===== src/design/crp_pkg.sv =====
// ----------------------------------------------------------------------------
// Camera reply parser package
// Character codes, parse mode codes and the request types that the camera
// reply parser and its stream interfaces share.
// ----------------------------------------------------------------------------
package crp_pkg;

    // Characters that steer the parser.
    localparam logic [7:0] CHAR_SPACE = 8'h20;
    localparam logic [7:0] CHAR_CR    = 8'h0D;
    localparam logic [7:0] CHAR_COLON = 8'h3A;
    localparam logic [7:0] CHAR_M     = 8'h4D;
    localparam logic [7:0] CHAR_S     = 8'h53;
    localparam logic [7:0] DIGIT_0    = 8'h30;
    localparam logic [7:0] DIGIT_9    = 8'h39;

    // Parse mode codes. The fourth code never arises and behaves as idle.
    localparam logic [1:0] MODE_IDLE  = 2'd0;
    localparam logic [1:0] MODE_TRACK = 2'd1;
    localparam logic [1:0] MODE_IDENT = 2'd2;

    // Number of stored color parameters and thresholds.
    localparam int NUM_COLOR = 6;

    // One received character.
    typedef struct packed {
        logic [7:0] rx_byte;
    } crp_request_t;

    // One parser result.
    typedef struct packed {
        logic [7:0] echo_byte;
        logic [7:0] centroid_x;
        logic       centroid_done;
        logic       prompt_seen;
        logic [7:0] red_low;
        logic [7:0] red_high;
        logic [7:0] green_low;
        logic [7:0] green_high;
        logic [7:0] blue_low;
        logic [7:0] blue_high;
        logic       thresholds_done;
    } crp_result_t;

    // Decimal shift-and-add with 8-bit wrap: acc * 10 + (b - '0').
    function automatic logic [7:0] dec_shift_add(input logic [7:0] acc, input logic [7:0] b);
        dec_shift_add = {acc[4:0], 3'b000} + {acc[6:0], 1'b0} + b - DIGIT_0;
    endfunction

endpackage


===== src/design/crp_stream_if.sv =====
// ----------------------------------------------------------------------------
// Camera reply parser stream interface
// Valid/ready channel carrying one request of a given payload type.
// ----------------------------------------------------------------------------
interface crp_stream_if #(parameter type payload_t = logic [7:0]);

    logic     valid;
    logic     ready;
    payload_t payload;

    modport source (output valid, output payload, input ready);
    modport sink   (input valid, input payload, output ready);

endinterface


===== src/design/camera_reply_parser.sv =====
// ----------------------------------------------------------------------------
// Camera reply parser
// Byte-serial parser for camera replies: echo, track centroid and identify
// color thresholds.
// ----------------------------------------------------------------------------
// The parser takes one received character per clock cycle while the output
// is not stalled, and returns exactly one result per character: the
// character is held in an input register, and when it moves on, the parser
// state and the result register are updated together. The state update is
// combinational (a decimal shift-and-add and three 8-bit subtract and add
// pairs). A result waiting on a stalled output lets one more character into
// the input register, which then holds it until the result is taken. Each
// result echoes the character and carries the current centroid, the six
// thresholds and pulses for centroid done, prompt seen and thresholds done.
module camera_reply_parser (
    input  logic clk,
    input  logic rst_n,
    crp_stream_if.sink   in_ch,
    crp_stream_if.source out_ch
);

    import crp_pkg::*;

    // Input stage.
    logic        s1_valid_reg;
    logic [7:0]  s1_byte_reg;

    // Result stage.
    logic        out_valid_reg;
    crp_result_t out_reg;
    crp_result_t out_next;

    // Parser state.
    logic [1:0]  mode_reg,     mode_next;
    logic        skip_reg,     skip_next;
    logic        in_num_reg,   in_num_next;
    logic [7:0]  field_reg,    field_next;
    logic [7:0]  accum_reg,    accum_next;
    logic [7:0]  centroid_reg, centroid_next;
    logic [7:0]  params_reg [NUM_COLOR];
    logic [7:0]  params_next [NUM_COLOR];
    logic [7:0]  thr_reg [NUM_COLOR];
    logic [7:0]  thr_next [NUM_COLOR];

    logic        out_free;
    logic        s1_move;

    // Handshake: the input register refills when it is empty or its content moves on.
    assign out_free    = !out_valid_reg || out_ch.ready;
    assign s1_move     = s1_valid_reg && out_free;
    assign in_ch.ready = !s1_valid_reg || s1_move;

    assign out_ch.valid   = out_valid_reg;
    assign out_ch.payload = out_reg;

    // Parser state update for the character in the input register.
    always_comb
    begin
        logic [7:0] b;
        logic       cdone;
        logic       tdone;
        logic [7:0] acc_new;

        b             = s1_byte_reg;
        cdone         = 1'b0;
        tdone         = 1'b0;
        mode_next     = mode_reg;
        skip_next     = skip_reg;
        in_num_next   = in_num_reg;
        field_next    = field_reg;
        accum_next    = accum_reg;
        centroid_next = centroid_reg;
        params_next   = params_reg;
        thr_next      = thr_reg;
        acc_new       = dec_shift_add(accum_reg, b);

        case (mode_reg)
            MODE_TRACK:
            begin
                if (in_num_reg)
                begin
                    if (b == CHAR_SPACE)
                    begin
                        in_num_next = 1'b0;
                        cdone       = 1'b1;
                    end
                    else
                    begin
                        centroid_next = dec_shift_add(centroid_reg, b);
                    end
                end
                if (skip_reg)
                begin
                    skip_next   = 1'b0;
                    in_num_next = 1'b1;
                end
            end
            MODE_IDENT:
            begin
                if (in_num_reg)
                begin
                    if (b == CHAR_SPACE)
                    begin
                        field_next = field_reg + 8'd1;
                        accum_next = 8'd0;
                    end
                    else if (b == CHAR_CR)
                    begin
                        field_next  = 8'd0;
                        accum_next  = 8'd0;
                        in_num_next = 1'b0;
                        mode_next   = MODE_IDLE;
                        tdone       = 1'b1;
                        for (int k = 0; k < NUM_COLOR / 2; k++)
                        begin
                            thr_next[2*k]   = params_reg[k] - params_reg[k + NUM_COLOR / 2];
                            thr_next[2*k+1] = params_reg[k] + params_reg[k + NUM_COLOR / 2];
                        end
                    end
                    else if (b >= DIGIT_0 && b <= DIGIT_9)
                    begin
                        accum_next = acc_new;
                        if (field_reg < 8'(NUM_COLOR))
                        begin
                            params_next[field_reg[2:0]] = acc_new;
                        end
                    end
                end
                if (skip_reg)
                begin
                    skip_next   = 1'b0;
                    in_num_next = 1'b1;
                end
            end
            default:
            begin
                // Idle: no mode action.
            end
        endcase

        // Command characters act after the mode action.
        if (b == CHAR_M)
        begin
            mode_next     = MODE_TRACK;
            skip_next     = 1'b1;
            centroid_next = 8'd0;
        end
        if (b == CHAR_S)
        begin
            mode_next  = MODE_IDENT;
            skip_next  = 1'b1;
            accum_next = 8'd0;
        end

        out_next.echo_byte       = b;
        out_next.centroid_x      = centroid_next;
        out_next.centroid_done   = cdone;
        out_next.prompt_seen     = (b == CHAR_COLON);
        out_next.red_low         = thr_next[0];
        out_next.red_high        = thr_next[1];
        out_next.green_low       = thr_next[2];
        out_next.green_high      = thr_next[3];
        out_next.blue_low        = thr_next[4];
        out_next.blue_high       = thr_next[5];
        out_next.thresholds_done = tdone;
    end

    // Control and parser state registers.
    always_ff @(posedge clk or negedge rst_n)
    begin
        if (!rst_n)
        begin
            s1_valid_reg  <= 1'b0;
            out_valid_reg <= 1'b0;
            mode_reg      <= MODE_IDLE;
            skip_reg      <= 1'b0;
            in_num_reg    <= 1'b0;
            field_reg     <= 8'd0;
            accum_reg     <= 8'd0;
            centroid_reg  <= 8'd0;
            for (int k = 0; k < NUM_COLOR; k++)
            begin
                params_reg[k] <= 8'd0;
                thr_reg[k]    <= 8'd0;
            end
        end
        else
        begin
            if (in_ch.ready)
            begin
                s1_valid_reg <= in_ch.valid;
            end
            if (out_free)
            begin
                out_valid_reg <= s1_valid_reg;
            end
            if (s1_move)
            begin
                mode_reg     <= mode_next;
                skip_reg     <= skip_next;
                in_num_reg   <= in_num_next;
                field_reg    <= field_next;
                accum_reg    <= accum_next;
                centroid_reg <= centroid_next;
                params_reg   <= params_next;
                thr_reg      <= thr_next;
            end
        end
    end

    // Payload registers.
    always_ff @(posedge clk)
    begin
        if (in_ch.valid && in_ch.ready)
        begin
            s1_byte_reg <= in_ch.payload.rx_byte;
        end
        if (s1_move)
        begin
            out_reg <= out_next;
        end
    end

    // A result cannot end a centroid and a threshold set at once.
    assert property (@(posedge clk) disable iff (!rst_n)
        out_valid_reg |-> !(out_reg.centroid_done && out_reg.thresholds_done))
        else $error("centroid_done and thresholds_done in one result");

    // A shown threshold result leaves the parser idle and out of number parsing.
    assert property (@(posedge clk) disable iff (!rst_n)
        (out_valid_reg && out_reg.thresholds_done) |-> (mode_reg == MODE_IDLE && !in_num_reg))
        else $error("parser not idle after thresholds_done");

    // Prompt pulse only on the colon character.
    assert property (@(posedge clk) disable iff (!rst_n)
        (out_valid_reg && out_reg.prompt_seen) |-> (out_reg.echo_byte == CHAR_COLON))
        else $error("prompt_seen without colon");

    // A stalled input stage keeps its request until the result stage frees up.
    assert property (@(posedge clk) disable iff (!rst_n)
        (s1_valid_reg && !out_free) |=> s1_valid_reg)
        else $error("stalled input stage lost its request");

endmodule


===== src/flat_wrapper.sv =====
// flat-port wrapper written by rule: the top's interface ports become plain ports
module camera_reply_parser_flat import crp_pkg::*;
  (clk, rst_n, in_ch_valid, in_ch_payload, in_ch_ready, out_ch_valid, out_ch_payload, out_ch_ready);
  crp_stream_if #(.payload_t(crp_request_t)) in_ch_i ();
  crp_stream_if #(.payload_t(crp_result_t)) out_ch_i ();
  input  logic clk;
  input  logic rst_n;
  input wire logic [$bits(in_ch_i.valid)-1:0] in_ch_valid;
  input wire logic [$bits(in_ch_i.payload)-1:0] in_ch_payload;
  output wire logic [$bits(in_ch_i.ready)-1:0] in_ch_ready;
  output wire logic [$bits(out_ch_i.valid)-1:0] out_ch_valid;
  output wire logic [$bits(out_ch_i.payload)-1:0] out_ch_payload;
  input wire logic [$bits(out_ch_i.ready)-1:0] out_ch_ready;
  assign in_ch_i.valid = in_ch_valid;
  assign in_ch_i.payload = in_ch_payload;
  assign in_ch_ready = in_ch_i.ready;
  assign out_ch_valid = out_ch_i.valid;
  assign out_ch_payload = out_ch_i.payload;
  assign out_ch_i.ready = out_ch_ready;
  camera_reply_parser u_core (.clk(clk), .rst_n(rst_n), .in_ch(in_ch_i), .out_ch(out_ch_i));
endmodule

===== config.mk =====
export PLATFORM = sky130hd
export DESIGN_NAME = camera_reply_parser_flat
export DESIGN_NICKNAME = d
export VERILOG_FILES = /design/src/design/crp_pkg.sv /design/src/design/crp_stream_if.sv /design/src/design/camera_reply_parser.sv /design/src/flat_wrapper.sv
export SDC_FILE = /design/constraint.sdc
export NUM_CORES = 1
export LEC_CHECK = 0
export ABC_CLOCK_PERIOD_IN_PS = 6300
export BUFFER_PORTS_ARGS = -buffer_cell sky130_fd_sc_hd__buf_2
export CORE_MARGIN = 2
export CORE_UTILIZATION = 30
export DETAILED_ROUTE_END_ITERATION = 16
export GPL_ROUTABILITY_DRIVEN = 0
export SETUP_SLACK_MARGIN = 0.2
export SLEW_MARGIN = 20
export SYNTH_ARGS = -nofsm -noshare
export SYNTH_HDL_FRONTEND = slang
export SYNTH_SLANG_ARGS = --single-unit

===== constraint.sdc =====
create_clock -name clk -period 6.3 [get_ports clk]
set_clock_uncertainty 0.1 [all_clocks]
set_input_delay 0.945 -clock clk [delete_from_list [all_inputs] [get_ports clk]]
set_output_delay 0.945 -clock clk [all_outputs]
set_load 0.01 [all_outputs]

* Yosys cells after proc, flatten, opt, wreduce, memory -nomap -nowiden
Cells that the tools add are included.
Widths: inputs -> output; s select.
** Word-level totals
- Output and inout port bits :: 69
- Word-level logic and storage cells :: 127
- Bits in registers :: 200
- Bits of input ports :: 12
** Operators by class
- $add $sub $neg :: 13
- Magnitude comparators :: 5
- Reductions and logical operators :: 26
- Mux-type cells :: 38
- Equal/unequal tests :: 8
- Bitwise gates (word level) :: 5
** Operators by type and width (count)
- $mux 48 :: 4
- $add 8x8->8 :: 7
- $mux 8 :: 7
- $bwmux 48 :: 1
- $mux 7 :: 6
- $demux 8 s3 :: 1
- $sub 8x8->8 :: 3
- $eq 8x6->1 const B :: 2
- $eq 8x7->1 const B :: 2
- $sub 8x6->8 const B :: 2
- $mux 1 :: 12
- $mux 2 :: 6
- $reduce_bool 3->1 :: 4
- $add 8x1->8 const B :: 1
- $eq 8x4->1 const B :: 1
- $ge 8x6->1 const B :: 1
- $le 8x6->1 const B :: 1
- $lt 8x3->1 const B :: 1
- $reduce_and 4->1 :: 2
- $reduce_bool 2->1 :: 4
- $reduce_and 7->1 :: 1
- $reduce_and 2->1 :: 3
- $reduce_and 5->1 :: 1
- $ge 4x4->1 const B :: 1
- other kinds (13) :: 21

* Depth between registers and ports, before layout
Gate-level depths: netlist of the first run.
- Depth in word-level cells :: 9
- Depth in mapped cells :: 11
- Mapped depth without buffers :: 11

* Worst setup path before layout of the first run
No wires, ideal clock.
- Path type :: in2reg
- Start point :: input port out_ch_ready
- End point :: register u_core.centroid_reg[0]
- Buffers on the path :: 0
- Library setup time :: 123 ps
- Stages on the path :: 5
- Arrival time :: 3527 ps
- Slack :: 2550 ps
- Path through :: nand2b_1 > nand2_1 > inv_1 > o21ai_1 > a22o_1
** On the way
- Cells in the longest elaborated chain, start to end :: 2
** RTL lines
- from (decl) :: RTL line flat_wrapper.sv:13 : input wire logic [$bits(out_ch_i.ready)-1:0] out_ch_ready;
- $logic_or 1x1->1 :: RTL line camera_reply_parser.sv:49 : assign out_free = !out_valid_reg || out_ch.ready;
- $logic_and 1x1->1 :: RTL line camera_reply_parser.sv:50 : assign s1_move = s1_valid_reg && out_free;
- via u_core.s1_move :: RTL line camera_reply_parser.sv:46 : logic s1_move;
- to (signal assigned) :: RTL line camera_reply_parser.sv:204 : centroid_reg <= centroid_next;
- to (decl) :: RTL line camera_reply_parser.sv:39 : logic [7:0] centroid_reg, centroid_next;
The timed path passes the listed nets, and every way through them passes these cells.
A chain may end at the register's enable or synchronous reset.

* Worst setup path after layout of the first run
- Start point :: register u_core.s1_byte_reg[3]
- End point :: register u_core.params_reg[46] (netlist name)
** On the way
- Cells in the longest elaborated chain, start to end :: 3
- Elaborated cells between the ends (all ways) :: 11
- Those cells by class :: add/sub (2); order compare (2); eq/ne (2); mux (1); bitwise (2); reduce/logical (2)
** RTL lines
- from (decl) :: RTL line camera_reply_parser.sv:26 : logic [7:0] s1_byte_reg;
- from (signal assigned) :: RTL line camera_reply_parser.sv:216 : s1_byte_reg <= in_ch.payload.rx_byte;
- $add 8x8->8, or another cell as far along :: RTL line crp_pkg.sv:47 : dec_shift_add = {acc[4:0], 3'b000} + {acc[6:0], 1'b0} + b - DIGIT_0;
- $sub 8x6->8, or another cell as far along :: RTL line crp_pkg.sv:47
- $bwmux 48 or $reduce_and 7->1 (tied branches)
- to (signal assigned) :: RTL line camera_reply_parser.sv:205 : params_reg <= params_next;
- to (decl) :: RTL line camera_reply_parser.sv:40 : logic [7:0] params_reg [NUM_COLOR];
Parallel ways exist; a longest one is shown, timed or not.

==> results of run 1 <==
through the flow:
| step | utilization | setup WS (ns) |
|---|---|---|
| after floorplan | - | 2.55 |
| after global placement | 0.331 | 2.96 |
| after detailed placement | 0.331 | 2.86 |
| after CTS | 0.347 | 3.08 |
| after global routing | 0.348 | 2.89 |
| final | 0.348 | 3.08 |
Yosys cell counts, types with 7 or more instances:
library cell,instances,area share
nand2_1,154,0.054
dfrtp_1,125,0.29
o21ai_0,103,0.048
inv_1,78,0.028
edfxtp_1,75,0.21
ha_1,67,0.079
nor2_1,41,0.014
clkbuf_1,31,0.011
a21oi_1,28,0.013
nand3_1,27,0.013
xnor2_1,27,0.022
mux2_2,20,0.021
o21a_1,20,0.014
a22o_1,16,0.013
fa_1,16,0.030
nor3_1,13,0.0061
nor2b_1,11,0.0065
o31ai_1,11,0.0078
xor2_1,11,0.0091
o211ai_1,10,0.0071
buf_2,9,0.0042
nand2b_1,9,0.0053
or4_1,9,0.0064
mux2_1,7,0.0074
o31a_1,7,0.0058
layout by cell type, fill, tap and decap left out, types with 7 or more instances in the layout:
master | netlist | layout
nor2b_1 | 11 | 11
a21oi_1 | 28 | 28
nor3_1 | 13 | 13
xnor2_1 | 27 | 27
nand2_1 | 154 | 154
fa_1 | 16 | 16
or4_1 | 9 | 9
inv_1 | 78 | 77
a22o_1 | 16 | 16
nor2_1 | 41 | 41
o21a_1 | 20 | 20
o211ai_1 | 10 | 10
xor2_1 | 11 | 11
edfxtp_1 | 75 | 75
clkbuf_16 | 0 | 17
o31a_1 | 7 | 7
o31ai_1 | 11 | 11
nand3_1 | 27 | 26
mux2_1 | 7 | 7
o21ai_0 | 103 | 103
nand2b_1 | 9 | 9
dfrtp_1 | 125 | 125
mux2_2 | 20 | 20
ha_1 | 67 | 67
buf_2 | 9 | 79
worst reg2reg max path, delay by kind of cell (launching register included):
| kind | cells | cell delay [ns] |
|---|---|---|
| mux | 1 | 0.30 |
| buf+inv | 2 | 0.23 |
| flops | 1 | 0.50 |
| fa+ha+maj | 3 | 1.16 |
| xor+xnor | 1 | 0.69 |
| compound gates | 2 | 0.17 |
layout make-up:
| class | instances | area share |
|---|---|---|
| sequential | 200 | 0.446 |
| multi-input combinational | 684 | 0.397 |
| tap | 455 | 0.0472 |
| timing repair buffer | 86 | 0.0374 |
| clock buffer | 18 | 0.0356 |
| inverter | 78 | 0.0243 |
| clock inverter | 14 | 0.0128 |
cell families (layout without fill, tap and decap cells):
family,count (synthesis),count (layout),share of synthesized area
compound gates,226,226,0.132
xor+xnor,39,39,0.0334
fa+ha+maj,83,83,0.109
buf+inv,120,196,0.0445
flops,200,200,0.506
mux,33,33,0.0342
simple gates,303,303,0.141
metal layers:
layer  GRT usage  part of all wire  vias to the layer above
met5           0                 0                        -
met4      0.0408             0.011                        0
met3      0.0249             0.035                       17
met2       0.221              0.47                      140
met1       0.182              0.48                     3583
li1            -                 -                     3626
power by group through the flow:
stage / sequential [W] / combinational [W] / clock, W
6_report: 0.00142 / 0.000181 / 0.00108
5_1_grt: 0.00143 / 0.000204 / 0.00117
3_3_place_gp: 0.00145 / 0.000183 / 0
4_1_cts: 0.00142 / 0.000186 / 0.00112
3_5_place_dp: 0.00145 / 0.000185 / 0
2_1_floorplan: 0.00146 / 0.0000898 / 0
how the worst max path moves through the flow:
stage / startpoint / end / depth (start not counted)
2_1_floorplan: out_ch_ready / u_core.centroid_reg[0] / 5
3_3_place_gp: out_ch_ready / u_core.accum_reg[0] / 7
3_5_place_dp: out_ch_ready / u_core.accum_reg[6] / 7
4_1_cts: u_core.s1_byte_reg[3] / u_core.params_reg[46] / 9
5_1_grt: u_core.s1_byte_reg[3] / u_core.params_reg[37] / 8
6_report: u_core.s1_byte_reg[3] / u_core.params_reg[46] / 9
==> key figures, run 1 <==
Cells and area
  • Fill cells: 3488
  • Syn-to-layout area delta: 13.5%
  • Final nets: 1162
  • Area taken by multi-input logic gates: between 0.004 and 0.005 mm²
  • Seq. cell area: 0.00538 mm²
  • Post-route insts no fill: roughly 1.5k
  • Diode count: 0
  • Largest register FFs: 67
  • Layout cells sized above 1: 0.142
  • Post-layout instance area: about 0.012 mm²

Power
  • Pleak: between 5 and 6 nW
  • P per Cell Area: 223 mW/mm²
  • Maximum VDD drop: 0.000163 V
  • Internal: ~0.002 W
  • Combinational share of power: 0.068
  • Overall Power: 0.00269 W
  • Register share of total power: 0.529
  • Net Switching: 0.000695 W
  • Clk pwr share: 0.404
  • Sw Share: 0.259

Worst setup path
  • Setup crit start kind: register
  • Worst EP arrival: 3.49 ns
  • Critical R2R Launch: u_core.s1_byte_reg[3]
  • Max stage delay cell, worst path: xnor2_1
  • Critical path class: register to register
  • Critical path peak fanout: 7
  • Worst R2R End: u_core.params_reg[46]
  • Buf/Inv on CP: 2
  • Max stage delay on crit path: a little under 0.7 ns
  • CP delay by family, top: adder cells
  • Critical Path Sink Type: register
  • Cells along the critical path: inv_1 -> fa_1 -> inv_1 -> fa_1 -> ha_1 -> a21o_1 -> a21oi_1 -> xnor2_1 -> mux2_2
  • FF-to-FF path depth: 9
  • R2R setup slack: 3.08 ns
  • Worst EP required: 6.57 ns

Clock network
  • CTS tree: built
  • Hold_buf cts: 0
  • CTS sink count: 200
  • CTS Root Cell: clkbuf_16
  • CTS HTree Levels: 4
  • # Post-CTS Setup Buffers: 0
  • TritonCTS Buffers: 17
  • Post_cts resized: 0
  • CTS max path bufs: 2
  • Clk pin slew, worst setup/hold paths: 0.08 ns
  • Clock Latency Late Sink: 0.44 ns

Floorplan
  • Initial Util: 0.306
  • Cell Rows: 68
  • Die height: 192 µm
  • Core Area: around 0.035 mm²
  • I/O Pins: just over 80
  • Die Width: between 150 and 200 µm
  • Die area: 0.0370 mm²

Hold path
  • Worst min-delay path category: register to register
  • WHS Path Cells: 2
  • HP Start: u_core.thr_reg[43]
  • Hold EP: u_core.thr_reg[43]

Synth
  • Asr flop ratio synth: 0.625
  • Post-synth EDFFs: 75
  • Synth Warn #: 0
  • Commonest register cell after synthesis: dfrtp_1
  • Syn_area_per_cell: around 11 µm²
  • Seq cells post-synth: 200
  • Synth unique cells: 63
  • Post-synthesis sequential area ratio: 0.506
  • Post-Synthesis Cells: 1004
  • Synthesized cell area: 0.0106 mm²
  • Syn_nets: 1099

Routing
  • DRC Markers: 0
  • DRT Wirelength: 23900 µm
  • Via count: about 7.4k
  • Iter 0 DRT Violations: ~450
  • Vias/cell: 4.80
  • Antenna Nets Post-Route: 0
  • DR WL/cell: about 16 µm
  • Drt pass-1 iters: 5

STA
  • WHS: 0.376 ns
  • Hold Fails Final Rpt: 0
  • Final period utilization: 0.511
  • Max_slew headroom: 0.290
  • Max Clk Rate: 0.311 GHz
  • Final number of setup-violating endpoints: 0
  • Setup_tns: 0 ns
  • Final min period: ~3.2 ns
  • RSZ-0062 raised after global routing: no
  • Pins Over Slew Limit: 0
  • Worst-Margin Slew: 1.06 ns

Flow run
  • Max Cap Viol: 0

Global route
  • Total gr overflow: 0
  • First-pass GRT wire length: ~39000 µm
  • Initial antenna violation count: 0
  • Largest net degree at the start of global routing: 82
  • Vias in the first global route: 7267
  • Total GRT Usage: 0.135

Outcome
  • Status: finished, final reports clean

Placement
  • Placed inst area: 0.0115 mm²
  • DP HPWL: 16800 µm
  • Port Buf Inserts: 80
  • Inst Count DP: 1503
Power figures use the tool's default switching activity.
==> inputs of run 2 (changes only) <==
--- a/config.mk
+++ b/config.mk
@@ -5,7 +5,7 @@
 export SDC_FILE = /design/constraint.sdc
 export NUM_CORES = 1
 export LEC_CHECK = 0
-export ABC_CLOCK_PERIOD_IN_PS = 6300
+export ABC_CLOCK_PERIOD_IN_PS = 3200
 export BUFFER_PORTS_ARGS = -buffer_cell sky130_fd_sc_hd__buf_2
 export CORE_MARGIN = 2
 export CORE_UTILIZATION = 30
==> constraint.sdc (replaced) <==
create_clock -name clk -period 3.2 [get_ports clk]
set_clock_uncertainty 0.1 [all_clocks]
set_input_delay 0.48 -clock clk [delete_from_list [all_inputs] [get_ports clk]]
set_output_delay 0.48 -clock clk [all_outputs]
set_load 0.01 [all_outputs]
==> run 2 against run 1 <==
Compared with the run above:
- combinational power increased by 110%
- total power up 96%
- sequential power is 96% higher
- critical path type unchanged
- largest cell class unchanged
- highest routed layer unchanged
==> key figures, run 2 (synthesis results as in run 1) <==
Cells and area
  • Fill cells: 3496 (was 3488)
  • Syn-to-layout area delta: 14.9% (was 13.5%)
  • Layout cells sized above 1: 0.159 (was 0.142)
  • Commonest cells after routing, fill and taps aside: nand2_1, dfrtp_1, o21ai_0, buf_2, inv_1 (unchanged)
  • Final Core Density: 0.352 (was 0.348)
  • Final nets: 1179 (was 1162)
  • Area taken by multi-input logic gates: 0.00480 mm² (was 0.00479 mm²)
  • Largest register FFs: 67 (unchanged)
  • Diode count: 0 (unchanged)
  • Most common cell after layout, fill and taps aside: nand2_1 (unchanged)
  • Seq. cell area: 0.00538 mm² (unchanged)

STA
  • Final period utilization: 0.897 (was 0.511)
  • Worst-Margin Slew: 0.885 ns (was 1.06 ns)
  • Pins Over Slew Limit: 0 (unchanged)
  • Hold Fails Final Rpt: 0 (unchanged)
  • Max_slew headroom: 0.405 (was 0.290)
  • RSZ-0062 raised after global routing: yes (was no)
  • Final min period: 2.87 ns (was 3.22 ns)
  • Max Clk Rate: 0.348 GHz (was 0.311 GHz)
  • Setup_tns: 0 ns (unchanged)
  • Final number of setup-violating endpoints: 0 (unchanged)

Routing
  • Iter 0 DRT Violations: 469 (was 448)
  • Antenna Nets Post-Route: 0 (unchanged)
  • Drt pass-1 iters: 4 (was 5)
  • DRC Markers: 0 (unchanged)
  • DR WL/cell: 15.7 µm (was 15.6 µm)
  • Via count: 7432 (was 7366)
  • DRT Wirelength: 24400 µm (was 23900 µm)
  • Vias/cell: 4.79 (was 4.80)

Power
  • Maximum VDD drop: 0.000314 V (was 0.000163 V)
  • Pleak: 5.45 nW (was 5.38 nW)
  • Net Switching: 0.00136 W (was 0.000695 W)
  • Sw Share: 0.257 (was 0.259)
  • Internal: 0.00392 W (was 0.00199 W)
  • Combinational share of power: 0.073 (was 0.068)
  • P per Cell Area: 432 mW/mm² (was 223 mW/mm²)
  • Register share of total power: 0.529 (about the same)
  • Clk pwr share: 0.398 (was 0.404)

Worst setup path
  • Critical Path Sink Type: register (unchanged)
  • Setup crit start kind: register (unchanged)
  • Worst EP arrival: 3.04 ns (was 3.49 ns)
  • Critical path peak fanout: 4 (was 7)
  • Worst EP required: 3.37 ns (was 6.57 ns)
  • Critical path class: register to register (unchanged)

Placement
  • DP HPWL: 17400 µm (was 16800 µm)
  • Port Buf Inserts: 80 (unchanged)

Global route
  • Initial antenna violation count: 0 (unchanged)
  • First-pass GRT wire length: 39500 µm (was 38900 µm)
  • Total GRT Usage: 0.137 (was 0.135)
  • Largest net degree at the start of global routing: 101 (was 82)
  • Vias in the first global route: 7445 (was 7267)
  • Total gr overflow: 0 (unchanged)

Clock network
  • CTS max path bufs: 2 (unchanged)
  • TritonCTS Buffers: 17 (unchanged)
  • Clock Latency Late Sink: 0.44 ns (about the same)
  • CTS Root Cell: clkbuf_16 (unchanged)
  • CTS sink count: 200 (unchanged)
  • CTS tree: built (unchanged)
  • CTS HTree Levels: 4 (unchanged)
  • Clk pin slew, worst setup/hold paths: 0.08 ns (about the same)

Floorplan
  • I/O Pins: 81 (unchanged)
  • Cell Rows: 68 (unchanged)
  • Die area: 0.0370 mm² (unchanged)
  • Core Area: 0.0347 mm² (unchanged)
  • Die Width: 192 µm (unchanged)
  • Die height: 192 µm (unchanged)
  • Initial Util: 0.306 (unchanged)

Outcome
  • Status: finished, final reports clean (unchanged)

Flow run
  • Max Cap Viol: 0 (unchanged)

Hold path
  • Worst min-delay path category: input port to register (was register to register)
==> run 2: power by group through the flow <==
stage / Combinational, W / Clock (W) / Sequential [W]
2_1_floorplan: 0.000178 / 0 / 0.00287
3_3_place_gp: 0.000373 / 0 / 0.00285
3_5_place_dp: 0.000382 / 0 / 0.00285
4_1_cts: 0.000385 / 0.00215 / 0.00279
5_1_grt: 0.000429 / 0.00227 / 0.00280
6_report: 0.000384 / 0.00210 / 0.00279
==> run 2: path summary, 6_finish.rpt <==
path / startpoint / end / slack (ns) / depth (start not counted)
worst max-delay path: u_core.centroid_reg[0] / u_core.out_ch.payload[58] / 0.33 / 11
worst min-delay path: in_ch_payload[0] / u_core.s1_byte_reg[0] / 0.12 / 1
worst max register to register: u_core.centroid_reg[0] / u_core.out_ch.payload[58] / 0.33 / 11
worst min register to register: u_core.thr_reg[11] / u_core.thr_reg[11] / 0.38 / 2
max in group asynchronous: rst_n / u_core.thr_reg[26] / 1.69 / 3
min in group asynchronous: rst_n / u_core.s1_valid_reg / 0.42 / 2
==> run 2: per-stage QoR <==
step / setup WS, ns / hold slack [ns] / instance area [µm²] / power, W / instances
after floorplan: 0.366 / 0.0844 / 10600 / 0.00304 / 1004
after global placement: 0.302 / 0.347 / 11600 / 0.00322 / 1517
after detailed placement: 0.220 / 0.348 / 11600 / 0.00323 / 1517
after CTS: 0.202 / 0.0976 / 12200 / 0.00533 / 1550
after global routing: 0.166 / 0.0900 / 12200 / 0.00550 / 1552
final: 0.328 / 0.115 / 12200 / 0.00528 / 1552
==> run 2: worst max-delay path, stage by stage, from the launching register on <==
cell	delay, ns
dfrtp_1	0.39
inv_1	0.08
fa_1	0.53
inv_1	0.04
ha_1	0.28
ha_1	0.23
fa_2	0.36
a21o_1	0.20
a21oi_2	0.14
xnor2_1	0.15
nor2_1	0.06
nor3_1	0.14
==> run 2: timing repair <==
| item | CTS | global route |
|---|---|---|
| setup buffers | 0 | 2 |
| endpoints found under the hold margin | 25 | 0 |
| hold buffers | 1 | 0 |
| gates resized for setup | 0 | 7 |
| setup endpoints to repair | 0 | 8 |
==> run 2: routing by layer <==
layer	track usage	part of all wire	vias to the layer above
li1	-	-	3673
met5	0	0	-
met4	0.0435	0.018	0
met2	0.228	0.48	141
met1	0.183	0.47	3593
met3	0.0236	0.036	25
==> run 2: cell type report <==
| class | instances | share of cell area |
|---|---|---|
| flip-flops and latches | 200 | 0.440 |
| clock buffers | 18 | 0.0351 |
| inverters | 78 | 0.0243 |
| well taps | 455 | 0.0466 |
| repair buffers | 103 | 0.0494 |
| clock inverters | 14 | 0.0111 |
| multi-input cells | 684 | 0.393 |
==> inputs of run 3 (changes only) <==
--- a/config.mk
+++ b/config.mk
@@ -7,7 +7,7 @@
 export LEC_CHECK = 0
 export ABC_CLOCK_PERIOD_IN_PS = 3200
 export BUFFER_PORTS_ARGS = -buffer_cell sky130_fd_sc_hd__buf_2
-export CORE_MARGIN = 2
+export CORE_MARGIN = 4
 export CORE_UTILIZATION = 30
 export DETAILED_ROUTE_END_ITERATION = 16
 export GPL_ROUTABILITY_DRIVEN = 0
==> run 3 against run 2 <==
Compared with the run above:
- global-route usage decreased by 0.88 points
- critical path type unchanged
- sequential cell count is the same
- largest cell class unchanged
- combinational power hardly changed
- worst setup slack worse by 0.0013 ns
- fmax about the same
- design area increased by 0.48%
- highest routed layer unchanged
- via count fell by 0.38%
==> key figures, run 3 (synthesis results as in run 1) <==
Outcome
  • Status: finished, final reports clean (unchanged)

Cells and area
  • Largest register FFs: 67 (unchanged)
  • Commonest cells after routing, fill and taps aside: nand2_1, dfrtp_1, o21ai_0, buf_2, inv_1 (unchanged)
  • Final nets: 1183 (was 1179)
  • Final Core Density: 0.354 (was 0.352)
  • Area taken by multi-input logic gates: 0.00481 mm² (was 0.00480 mm²)
  • Diode count: 0 (unchanged)
  • Syn-to-layout area delta: 15.5% (was 14.9%)
  • Fill cells: 3503 (was 3496)
  • Seq. cell area: 0.00538 mm² (unchanged)
  • Layout cells sized above 1: 0.163 (was 0.159)
  • Most common cell after layout, fill and taps aside: nand2_1 (unchanged)

Worst setup path
  • Critical Path Sink Type: register (unchanged)
  • Setup crit start kind: register (unchanged)
  • R2R setup slack: 0.33 ns (about the same)
  • Critical path peak fanout: 6 (was 4)
  • Critical path class: register to register (unchanged)
  • Critical R2R Launch: u_core.accum_reg[0] (was u_core.centroid_reg[0])
  • Worst EP required: 3.40 ns (was 3.37 ns)
  • Worst EP arrival: 3.07 ns (was 3.04 ns)
  • FF-to-FF path depth: 10 (was 11)
  • Worst R2R End: u_core.params_reg[7] (was u_core.out_ch.payload[58])

Hold path
  • WHS Path Cells: 1 (unchanged)
  • Hold EP: u_core.s1_byte_reg[7] (was u_core.s1_byte_reg[0])
  • HP Start: in_ch_payload[7] (was in_ch_payload[0])
  • Worst min-delay path category: input port to register (unchanged)

Floorplan
  • Initial Util: 0.306 (unchanged)
  • I/O Pins: 81 (unchanged)
  • Core Area: 0.0347 mm² (unchanged)
  • Die Width: 196 µm (was 192 µm)
  • Cell Rows: 68 (unchanged)
  • Die area: 0.0385 mm² (was 0.0370 mm²)
  • Die height: 196 µm (was 192 µm)

Global route
  • Largest net degree at the start of global routing: 65 (was 101)
  • Total gr overflow: 0 (unchanged)
  • Initial antenna violation count: 0 (unchanged)
  • Vias in the first global route: 7517 (was 7445)
  • Total GRT Usage: 0.129 (was 0.137)
  • First-pass GRT wire length: 39900 µm (was 39500 µm)

STA
  • Setup_tns: 0 ns (unchanged)
  • RSZ-0062 raised after global routing: yes (unchanged)
  • Max_slew headroom: 0.389 (was 0.405)
  • WHS: 0.105 ns (was 0.115 ns)
  • Max Clk Rate: 0.348 GHz (about the same)
  • Final number of setup-violating endpoints: 0 (unchanged)
  • Hold Fails Final Rpt: 0 (unchanged)
  • Worst-Margin Slew: 0.909 ns (was 0.885 ns)
  • Pins Over Slew Limit: 0 (unchanged)
  • Fin worst setup slack: 0.327 ns (was 0.328 ns)
  • Final min period: 2.87 ns (about the same)
  • Final period utilization: 0.898 (was 0.897)

Placement
  • DP HPWL: 17400 µm (about the same)
  • Port Buf Inserts: 80 (unchanged)
  • Pre-CTS WS: 0.192 ns (was 0.220 ns)

Power
  • Sw Share: 0.255 (was 0.257)
  • Maximum VDD drop: 0.000289 V (was 0.000314 V)
  • Pleak: 5.49 nW (was 5.45 nW)
  • Register share of total power: 0.522 (was 0.529)
  • Internal: 0.00397 W (was 0.00392 W)
  • Net Switching: 0.00136 W (about the same)
  • P per Cell Area: 435 mW/mm² (was 432 mW/mm²)
  • Combinational share of power: 0.072 (was 0.073)
  • Clk pwr share: 0.406 (was 0.398)

Routing
  • DRT Wirelength: 24100 µm (was 24400 µm)
  • Via count: 7404 (was 7432)
  • Iter 0 DRT Violations: 354 (was 469)
  • Antenna Nets Post-Route: 0 (unchanged)
  • DR WL/cell: 15.5 µm (was 15.7 µm)
  • Vias/cell: 4.76 (was 4.79)
  • Drt pass-1 iters: 5 (was 4)
  • DRC Markers: 0 (unchanged)

Clock network
  • TritonCTS Buffers: 17 (unchanged)
  • CTS max path bufs: 2 (unchanged)
  • CTS tree: built (unchanged)
  • CTS HTree Levels: 4 (unchanged)
  • CTS sink count: 200 (unchanged)
  • CTS Root Cell: clkbuf_16 (unchanged)
  • Clk pin slew, worst setup/hold paths: 0.08 ns (about the same)
  • Clock Latency Late Sink: 0.44 ns (about the same)

Flow run
  • Max Cap Viol: 0 (unchanged)
-- run 3: cell types whose count changed in the layout (fill, tap and decap cells not counted), moves of 2 or more --
| cell | before | now |
|---|---|---|
| inv_8 | 2 | 4 |
| o21ai_1 | 8 | 6 |
| buf_4 | 21 | 25 |
| o21ai_0 | 101 | 103 |
-- run 3: repair_timing --
| action | in CTS | in global routing |
|---|---|---|
| hold buffers | 1 | 0 |
| gates resized for setup | 1 | 5 |
| setup endpoints to repair | 1 | 14 |
| pin swaps | 0 | 1 |
| buffers inserted | 1 | 1 |
| endpoints found under the hold margin | 32 | 0 |
-- run 3: worst max path at each step --
stage                                 from                        end  slack, ns
CTS                  u_core.s1_byte_reg[3]       u_core.params_reg[7]       0.24
detailed placement  u_core.centroid_reg[0]  u_core.out_ch.payload[58]       0.19
finish                 u_core.accum_reg[0]       u_core.params_reg[7]       0.33
floorplan            u_core.s1_byte_reg[3]  u_core.out_ch.payload[58]       0.37
global route        u_core.centroid_reg[2]  u_core.out_ch.payload[58]       0.18
global placement    u_core.centroid_reg[0]  u_core.out_ch.payload[58]       0.30
-- run 3: routing by layer --
metal  track usage  part of all wire  vias to the layer above
met3        0.0240             0.033                       24
li1              -                 -                     3675
met5             0                 0                        -
met2         0.212              0.48                      109
met1         0.173              0.47                     3596
met4        0.0370             0.014                        0
-- run 3: layout make-up --
type / instances / share of cell area
well taps: 455 / 0.0464
repair buffers: 107 / 0.0516
multi-input cells: 684 / 0.392
clock inverters: 13 / 0.0109
flip-flops and latches: 200 / 0.438
clock buffers: 19 / 0.0370
inverters: 78 / 0.0242
-- run 3: through the flow --
stage          std cells  area, µm²  power (W)
2_1_floorplan       1004      10600    0.00304
3_3_place_gp        1521      11600    0.00322
3_5_place_dp        1521      11600    0.00323
4_1_cts             1555      12200    0.00541
5_1_grt             1556      12300    0.00556
6_report            1556      12300    0.00534
-- run 3: power groups by stage --
stage	clock, W	combinational, W	sequential, W
finish	0.00217	0.000385	0.00279
global route	0.00233	0.000431	0.00280
CTS	0.00223	0.000390	0.00279
detailed placement	0	0.000386	0.00284
global placement	0	0.000381	0.00284
floorplan	0	0.000178	0.00287
-- run 3: critical path, stage by stage, from the launching register on --
cell,delay [ns]
dfrtp_1,0.37
inv_1,0.07
fa_1,0.54
inv_1,0.05
ha_1,0.28
ha_1,0.22
fa_1,0.40
a21o_1,0.18
a21oi_2,0.17
xnor2_2,0.19
o21ai_0,0.15
